### src/u32x4_pkg.sv
// Shared types and constants for the four-lane unsigned ALU.
// No dependencies.
package u32x4_pkg;

    localparam int LANES = 4;
    localparam logic [31:0] SIGN_BIT = 32'h8000_0000;
    localparam logic [31:0] ALL_ONES = 32'hFFFF_FFFF;

    localparam logic [3:0] FUNC_BUILD = 4'd0;
    localparam logic [3:0] FUNC_SPLAT = 4'd1;
    localparam logic [3:0] FUNC_SHR   = 4'd2;
    localparam logic [3:0] FUNC_LT    = 4'd3;
    localparam logic [3:0] FUNC_LE    = 4'd4;
    localparam logic [3:0] FUNC_GT    = 4'd5;
    localparam logic [3:0] FUNC_GE    = 4'd6;
    localparam logic [3:0] FUNC_MIN   = 4'd7;
    localparam logic [3:0] FUNC_MAX   = 4'd8;
    localparam logic [3:0] FUNC_FLT   = 4'd9;

    typedef logic [31:0] word_t;

    // Per-lane outcome passed to the merge stage.
    typedef struct packed {
        word_t value;
        logic  bad;
    } lane_res_t;

endpackage

### src/uint32x4_lane_alu_unit.sv
// Top level of the four-lane unsigned ALU: lanes, error merge, output register.
// Depends on u32x4_pkg and u32x4_lane.
//
// One beat in, one beat out, with the result registered; a new beat is taken every
// cycle while the single output register is empty or being drained. Lane
// logic is combinational into that register, so throughput is one vector per
// cycle while the output is not stalled.
module uint32x4_lane_alu_unit import u32x4_pkg::*; (
    input  logic        aclk,
    input  logic        aresetn,
    input  logic        s_valid,
    output logic        s_ready,
    input  logic [3:0]  s_func,
    input  logic [31:0] s_a_lane0,
    input  logic [31:0] s_a_lane1,
    input  logic [31:0] s_a_lane2,
    input  logic [31:0] s_a_lane3,
    input  logic [31:0] s_b_lane0,
    input  logic [31:0] s_b_lane1,
    input  logic [31:0] s_b_lane2,
    input  logic [31:0] s_b_lane3,
    input  logic [4:0]  s_shift_count,
    output logic        m_valid,
    input  logic        m_ready,
    output logic [31:0] m_r_lane0,
    output logic [31:0] m_r_lane1,
    output logic [31:0] m_r_lane2,
    output logic [31:0] m_r_lane3,
    output logic        m_range_error
);

    word_t     a_vec [LANES];
    word_t     b_vec [LANES];
    lane_res_t lres  [LANES];
    word_t     r_reg [LANES];
    logic      err_any;
    logic      err_reg;
    logic      valid_reg;

    assign a_vec[0] = s_a_lane0;
    assign a_vec[1] = s_a_lane1;
    assign a_vec[2] = s_a_lane2;
    assign a_vec[3] = s_a_lane3;
    assign b_vec[0] = s_b_lane0;
    assign b_vec[1] = s_b_lane1;
    assign b_vec[2] = s_b_lane2;
    assign b_vec[3] = s_b_lane3;

    for (genvar i = 0; i < LANES; i++) begin : g_lane
        u32x4_lane u_lane (
            .func        (s_func),
            .a           (a_vec[i]),
            .a0          (a_vec[0]),
            .b           (b_vec[i]),
            .shift_count (s_shift_count),
            .res         (lres[i])
        );
    end

    // Merge lane errors
    assign err_any = lres[0].bad | lres[1].bad | lres[2].bad | lres[3].bad;
    assign s_ready = !valid_reg || m_ready;

    // Hold control state
    always_ff @(posedge aclk) begin
        if (!aresetn) begin
            valid_reg <= 1'b0;
        end else if (s_ready) begin
            valid_reg <= s_valid;
        end
    end

    // Load result beat, zeroing all lanes on an error
    always_ff @(posedge aclk) begin
        if (s_ready && s_valid) begin
            err_reg <= err_any;
            for (int i = 0; i < LANES; i++) begin
                r_reg[i] <= err_any ? '0 : lres[i].value;
            end
        end
    end

    assign m_valid       = valid_reg;
    assign m_r_lane0     = r_reg[0];
    assign m_r_lane1     = r_reg[1];
    assign m_r_lane2     = r_reg[2];
    assign m_r_lane3     = r_reg[3];
    assign m_range_error = err_reg;

    a_err_zero: assert property (@(posedge aclk) disable iff (!aresetn)
        m_valid && m_range_error |-> (m_r_lane0 | m_r_lane1 | m_r_lane2 | m_r_lane3) == '0)
        else $error("error beat has nonzero lanes");
    a_err_func: assert property (@(posedge aclk) disable iff (!aresetn)
        s_valid && s_ready && s_func != FUNC_FLT |=> !m_range_error)
        else $error("range error outside conversion");
    a_hold: assert property (@(posedge aclk) disable iff (!aresetn)
        m_valid && !m_ready |=> m_valid && $stable(m_r_lane0))
        else $error("stalled result changed");

endmodule

### src/u32x4_lane.sv
// One ALU lane: build, splat, compares, shift, min/max and float32 to uint32 conversion.
// Depends on u32x4_pkg.
module u32x4_lane import u32x4_pkg::*; (
    input  logic [3:0] func,
    input  word_t      a,
    input  word_t      a0,
    input  word_t      b,
    input  logic [4:0] shift_count,
    output lane_res_t  res
);

    logic       a_lt_b;
    logic [7:0] expo;
    logic [4:0] e;
    logic [54:0] sig;
    word_t      cvt;
    logic       cvt_bad;

    assign a_lt_b = a < b;

    // Convert float bits: shift the 24-bit significand by exponent
    always_comb begin
        expo    = a[30:23];
        e       = expo[4:0] + 5'd1;
        sig     = {31'd0, 1'b1, a[22:0]} << e;
        cvt     = 32'd0;
        cvt_bad = 1'b0;
        if (expo == 8'hFF) begin
            cvt_bad = 1'b1;
        end else if (expo < 8'd127) begin
            cvt = 32'd0;
        end else if (a[31]) begin
            cvt_bad = 1'b1;
        end else if (expo >= 8'd159) begin
            cvt_bad = 1'b1;
        end else begin
            cvt = sig[54:23];
        end
    end

    // Select the operation result
    always_comb begin
        res.bad = 1'b0;
        case (func)
            FUNC_BUILD: res.value = a;
            FUNC_SPLAT: res.value = a0;
            FUNC_SHR:   res.value = a >> shift_count;
            FUNC_LT:    res.value = a_lt_b ? ALL_ONES : '0;
            FUNC_LE:    res.value = (a <= b) ? ALL_ONES : '0;
            FUNC_GT:    res.value = (a > b) ? ALL_ONES : '0;
            FUNC_GE:    res.value = !a_lt_b ? ALL_ONES : '0;
            FUNC_MIN:   res.value = a_lt_b ? a : b;
            FUNC_MAX:   res.value = (b < a) ? a : b;
            FUNC_FLT: begin
                res.value = cvt;
                res.bad   = cvt_bad;
            end
            default:    res.value = '0;
        endcase
    end

endmodule

### config.mk
export PLATFORM = sky130hd
export DESIGN_NAME = uint32x4_lane_alu_unit
export DESIGN_NICKNAME = d
export VERILOG_FILES = /design/src/u32x4_pkg.sv /design/src/uint32x4_lane_alu_unit.sv /design/src/u32x4_lane.sv
export SDC_FILE = /design/constraint.sdc
export NUM_CORES = 2
export LEC_CHECK = 0
export ABC_AREA = 1
export BUFFER_PORTS_ARGS = -buffer_cell sky130_fd_sc_hd__clkbuf_2
export CAP_MARGIN = 30
export CELL_PAD_IN_SITES_DETAIL_PLACEMENT = 0
export CELL_PAD_IN_SITES_GLOBAL_PLACEMENT = 2
export CORE_MARGIN = 4
export CORE_UTILIZATION = 30
export DETAILED_ROUTE_END_ITERATION = 16
export GPL_ROUTABILITY_DRIVEN = 0
export PLACE_DENSITY_LB_ADDON = 0.1
export SYNTH_ARGS = -nofsm -noshare
export SYNTH_HDL_FRONTEND = slang
export SYNTH_SLANG_ARGS = --single-unit
### constraint.sdc
create_clock -name aclk -period 10.94 [get_ports aclk]
set_clock_uncertainty 0.2 [all_clocks]
set_input_delay 1.641 -clock aclk [delete_from_list [all_inputs] [get_ports aclk]]
set_output_delay 1.641 -clock aclk [all_outputs]
set_load 0.02 [all_outputs]
# Yosys cells after proc, flatten, opt, wreduce, memory -nomap -nowiden
# Memory sizes are Yosys's and may differ from the RTL's.
# Index checks and enable logic that the tools add are counted.
[totals]
inputBits = 269
wordCells = 130
memories = 1
reg_bits = 2
ramBits = 128
out_inout_bits = 131
[memory_table]
columns = ["name", "words", "word_bits", "rd", "rd_clocked_by_memory_dff", "wr", "line", "rtl"]
rows = [
  ["r_reg", 4, 32, 4, 0, 4, "uint32x4_lane_alu_unit.sv:35", "word_t r_reg [LANES];"],
]
[classes]
n_shift = 8
n_eq_ne = 13
mux = 70
reduce_logical = 5
addsub = 4
order_cmp = 24
bitwise_logic = 3
[ops]
columns = ["cell", "count"]
rows = [
  ["$mux W32", 44],
  ["$pmux W32 S10", 3],
  ["$pmux W32 S9", 1],
  ["$lt A32 B32 Y1", 8],
  ["$shl A24 B5 Y55", 4],
  ["$gt A32 B32 Y1", 4],
  ["$le A32 B32 Y1", 4],
  ["$shr A32 B5 Y32", 4],
  ["$eq A8 B8 Y1 const B", 4],
  ["$ge A8 B8 Y1 const B", 4],
  ["$lt A8 B7 Y1 const B", 4],
  ["$mux W1", 22],
  ["$add A5 B1 Y5 const B", 4],
  ["$eq A4 B3 Y1 const B", 4],
  ["$eq A4 B2 Y1 const B", 2],
  ["$eq A4 B4 Y1 const B", 2],
  ["$eq A4 B1 Y1 const B", 1],
  ["$logic_not A4 Y1", 1],
  ["$or A1 B1 Y1", 3],
  ["$reduce_or A2 Y1", 1],
  ["$logic_and A1 B1 Y1", 1],
  ["$logic_not A1 Y1", 1],
  ["$logic_or A1 B1 Y1", 1],
]

# Longest topological paths before layout
[logic_depth]
word_depth = 10
ltp_mapped = 22
ltp_nobuf = 20

# Hierarchy
# Synthesis repeated with hierarchy kept, for this count alone.
[hier_totals]
hier_cells = 5710
area_unflattened_um2 = 30683.2
[by_module_without_submodules]
columns = ["mod", "instances", "area_per_inst_um2", "cells_each", "seq_area_each_um2"]
rows = [
  ["u32x4_lane (g_lane[1].u_lane ...)", 3, 6406.1, 1326, 0.0],
  ["u32x4_lane (g_lane[0].u_lane)", 1, 6428.7, 1323, 0.0],
  ["uint32x4_lane_alu_unit", 1, 5036.1, 409, 3893.7],
]

# Worst setup path after synthesis
# Ideal clock, no wire load.
[synth_path]
path_kind = "input to register"
start = "in s_valid"
end = "reg err_reg, in the netlist m_range_error (enable)"
arrival_time_ps = 7890
t_required_ps = 10080
cell_stages = 2
setup_ps = 660
setup_slack_ps = 2190
path_buffers = 0
path_cell_list = "inv_1 > a21oi_1"
[synth_via]
elab_chain_cells = 1
[synth_rtl]
columns = ["element", "line", "rtl"]
rows = [
  ["start: declaration", "uint32x4_lane_alu_unit.sv:11", "input logic s_valid,"],
  ["$logic_and A1 B1 Y1", "uint32x4_lane_alu_unit.sv:75", "if (s_ready && s_valid) begin"],
  ["end signal: assignment", "uint32x4_lane_alu_unit.sv:76", "err_reg <= err_any;"],
  ["end: declaration", "uint32x4_lane_alu_unit.sv:37", "logic err_reg;"],
]
# Every way passes these cells.
# A chain may end at the register's enable or synchronous reset.

==> results.cfg <==
[sta]
setup_tns_ns = 0
max_freq_mhz = 164
timing.slew.headroom_pct = 32.2
timing.final.max_slew_violations = 0
tightestPinTransition_ns = 1.01
setup_violations = 0
hold_viol_final = 0
rsz0062_at_grt = no
min_period_over_period_pct = 55.8
min_period_ns = 6.10
layout_setup_ws_ns = 4.84

[synth]
netlist_area_um2 = 29500
synth_edf_count = 129
syn_avg_cell_area_um2 = 5.27
syn_nets = 6013
ys_seq_area_share_pct = 13.2
synth.top_cell.area_share_pct = 27.0
yosysTopAreaCell = nand3_1
ys_ff_latch = 130
yosysWarnings = 0
synth_cell_types = 48
async_reset_ff_share_pct = 0
ys.flop_type = edfxtp_1
yosys-top-cells-area = nand3_1 27%, nand2_1 20%, edfxtp_1 13%
synthCells = 5608
yosysMostFrequentCell = nand3_1
synth_common_cells = 1,594 x nand3_1, 1,544 x nand2_1, 745 x nor2_1

[clocking]
htree_levels = 4
cts_buffers = 17
cts_resized = 0
path_clk_slew_ns = 0.10
cts_setup_buffers = 0
hold_buffers = 0
clock-root-buffer = clkbuf_16
cts.path.max_buffers = 2
clkSinkCount = 130
tritoncts = yes
clk_latency_ns = 0.54

[global_route]
grt_use_total_pct = 30.0
use_met1_pct = 39.9
grt_pass1_vias = 35900
grt_max_degree = 92
grt_pass1_wl_um = 237000
antenna_found_initial = 4
gr-total-overflow = 0
grtUsageMet3_pct = 5.08
use_met2_pct = 49.1
grt_busiest_layer = met2

[power]
ir_drop_mv = 0.116
p_per_area_nw_per_um2 = 88.9
leakagePower_nw = 16.7

[worst_setup_path]
path_class = in -> reg
cp.required_ns = 11.01
rrSetupSlack_ns = 8.57
r2r-start = m_valid
crit_path_top_delay_cell = nand2_2
cp.arrival_ns = 6.18
startpoint_type = input port
worstRegToRegCells = 3
endpoint_kind = flip-flop
cp_slowest_stage_delay_ns = 0.63
crit_chain = clkbuf_2 -> buf_4 -> clkinv_1 -> ha_1 -> nand2_1 -> nor2_1 -> nand4_1 -> nor2_1 -> nand2_2 -> nand2_2 -> nand2_2 -> nand2_1 -> nand2_1 -> nor2_2 -> buf_4 -> nand3_1 -> nand2_1 -> inv_1
r2r_end = r_reg[2][5]
crit_fanout = 65
cpMostUsedCell = nand2_1

[floorplanning]
initial_core_util_pct = 30.4
fp.dieH_um = 322
core_region_area_um2 = 97100
ios = 400
num_rows = 114
die-area_um2 = 104000
die_w_um = 322

[place]
pre_cts_ws_ns = 4.32
numPortBuffers = 399
hpwlAfterDp_um = 120000

[routing]
viasPerCell = 5.54
dr.pass1.iters = 6
routed_wl_um = 162000
drt_iter0_drc = 4051
drcViolationCount = 0
antenna_left = 0
vias = 38700
wl_per_cell_um = 23.1

[min_path]
hold_path.startpoint = m_valid
holdPathEnd = m_valid
hold_depth = 2
min_path_type = reg -> reg

[final_layout]
largest_reg_flops = 128
drive_above_1_share_pct = 10.2
fillCellCount = 11400
nets = 6101
area_delta_synth_final_pct = 9.89

[run_status]
outcome = complete, no violations

[run]
drv_cap = 0
[final cells by class]
type | instances | area, µm² | share of cell area [%]
Antenna cell | 4 | 10.0 | 0.0308
Clock buffer | 21 | 460 | 1.42
Clock inverter | 11 | 129 | 0.397
Inverter | 426 | 1610 | 4.95
Multi-Input combinational cell | 4668 | 22300 | 68.8
Sequential cell | 130 | 3890 | 12.0
Tap cell | 1276 | 1600 | 4.92
Timing Repair Buffer | 453 | 2440 | 7.52
[report_power, final]
part	leakage (nW)	switching [mW]	internal [mW]
Combinational	15.1	1.14	0.447
Clock	0.284	0.302	0.349
Sequential	1.28	0.0207	0.629
[cell usage in the layout (no fill, tap or decap), types with 5 or more instances in the layout]
master     instances
nand2_2           21
inv_1            396
ha_1             136
nand4_1           47
o211ai_1          86
edfxtp_1         129
a22oi_1            6
clkinv_1           6
clkbuf_2         395
nor2_1           739
o21ai_0          202
nand2_1         1542
and2_1             8
nor2_4             6
nand3_2            5
buf_4             55
o21ai_1           10
a21oi_1          139
nand3b_1          56
inv_2             20
o21a_1             9
nor2_2            18
clkbuf_16         17
nand3_1         1594
[worst max-delay path by stage]
stage,to,slack [ns],from
global route,r_reg[3][9],4.34,s_a_lane3[23]
floorplan,m_range_error,2.19,s_valid
detailed placement,r_reg[3][2],4.32,s_a_lane3[23]
finish,r_reg[3][8],4.84,s_a_lane3[23]
CTS,r_reg[3][2],4.90,s_a_lane3[23]
global placement,r_reg[0][7],4.45,s_a_lane0[23]
[through the flow]
stage	instance area [µm²]	util, %	cells	power (mW)	hold WS [ns]
after global placement	31800	32.7	6950	2.23	0.347
after CTS	32400	33.4	6984	2.90	0.374
after global routing	32400	33.4	6986	3.10	0.414
final	32400	33.4	6989	2.88	0.367
after detailed placement	31800	32.8	6952	2.23	0.359
after floorplan	29500	-	5608	1.72	0.529
[cell families (layout without fill, tap and decap cells)]
| logic type | after synthesis | after routing | share of synthesized area (%) |
|---|---|---|---|
| xor+xnor | 2 | 2 | 0.0848 |
| flops | 130 | 130 | 13.2 |
| simple gates | 4057 | 4057 | 60.3 |
| compound gates | 473 | 473 | 9.10 |
| fa+ha+maj | 136 | 136 | 5.76 |
| other cells | 0 | 4 | 0 |
| buf+inv | 810 | 911 | 11.6 |
[routing by layer]
| layer | share of wire [%] | up-vias |
|---|---|---|
| li1 | - | 18900 |
| met4 | 3.5 | 2 |
| met3 | 7.0 | 205 |
| met5 | 0.0080 | - |
| met1 | 44 | 18100 |
| met2 | 46 | 1483 |
[critical path: cells and delay by family]
kind | cells | cell delay [ns]
adders and majority gates | 1 | 0.48
buffers and inverters | 5 | 1.57
and+or+nand+nor | 12 | 2.41
No activity file was read; power rests on OpenSTA's default activity.
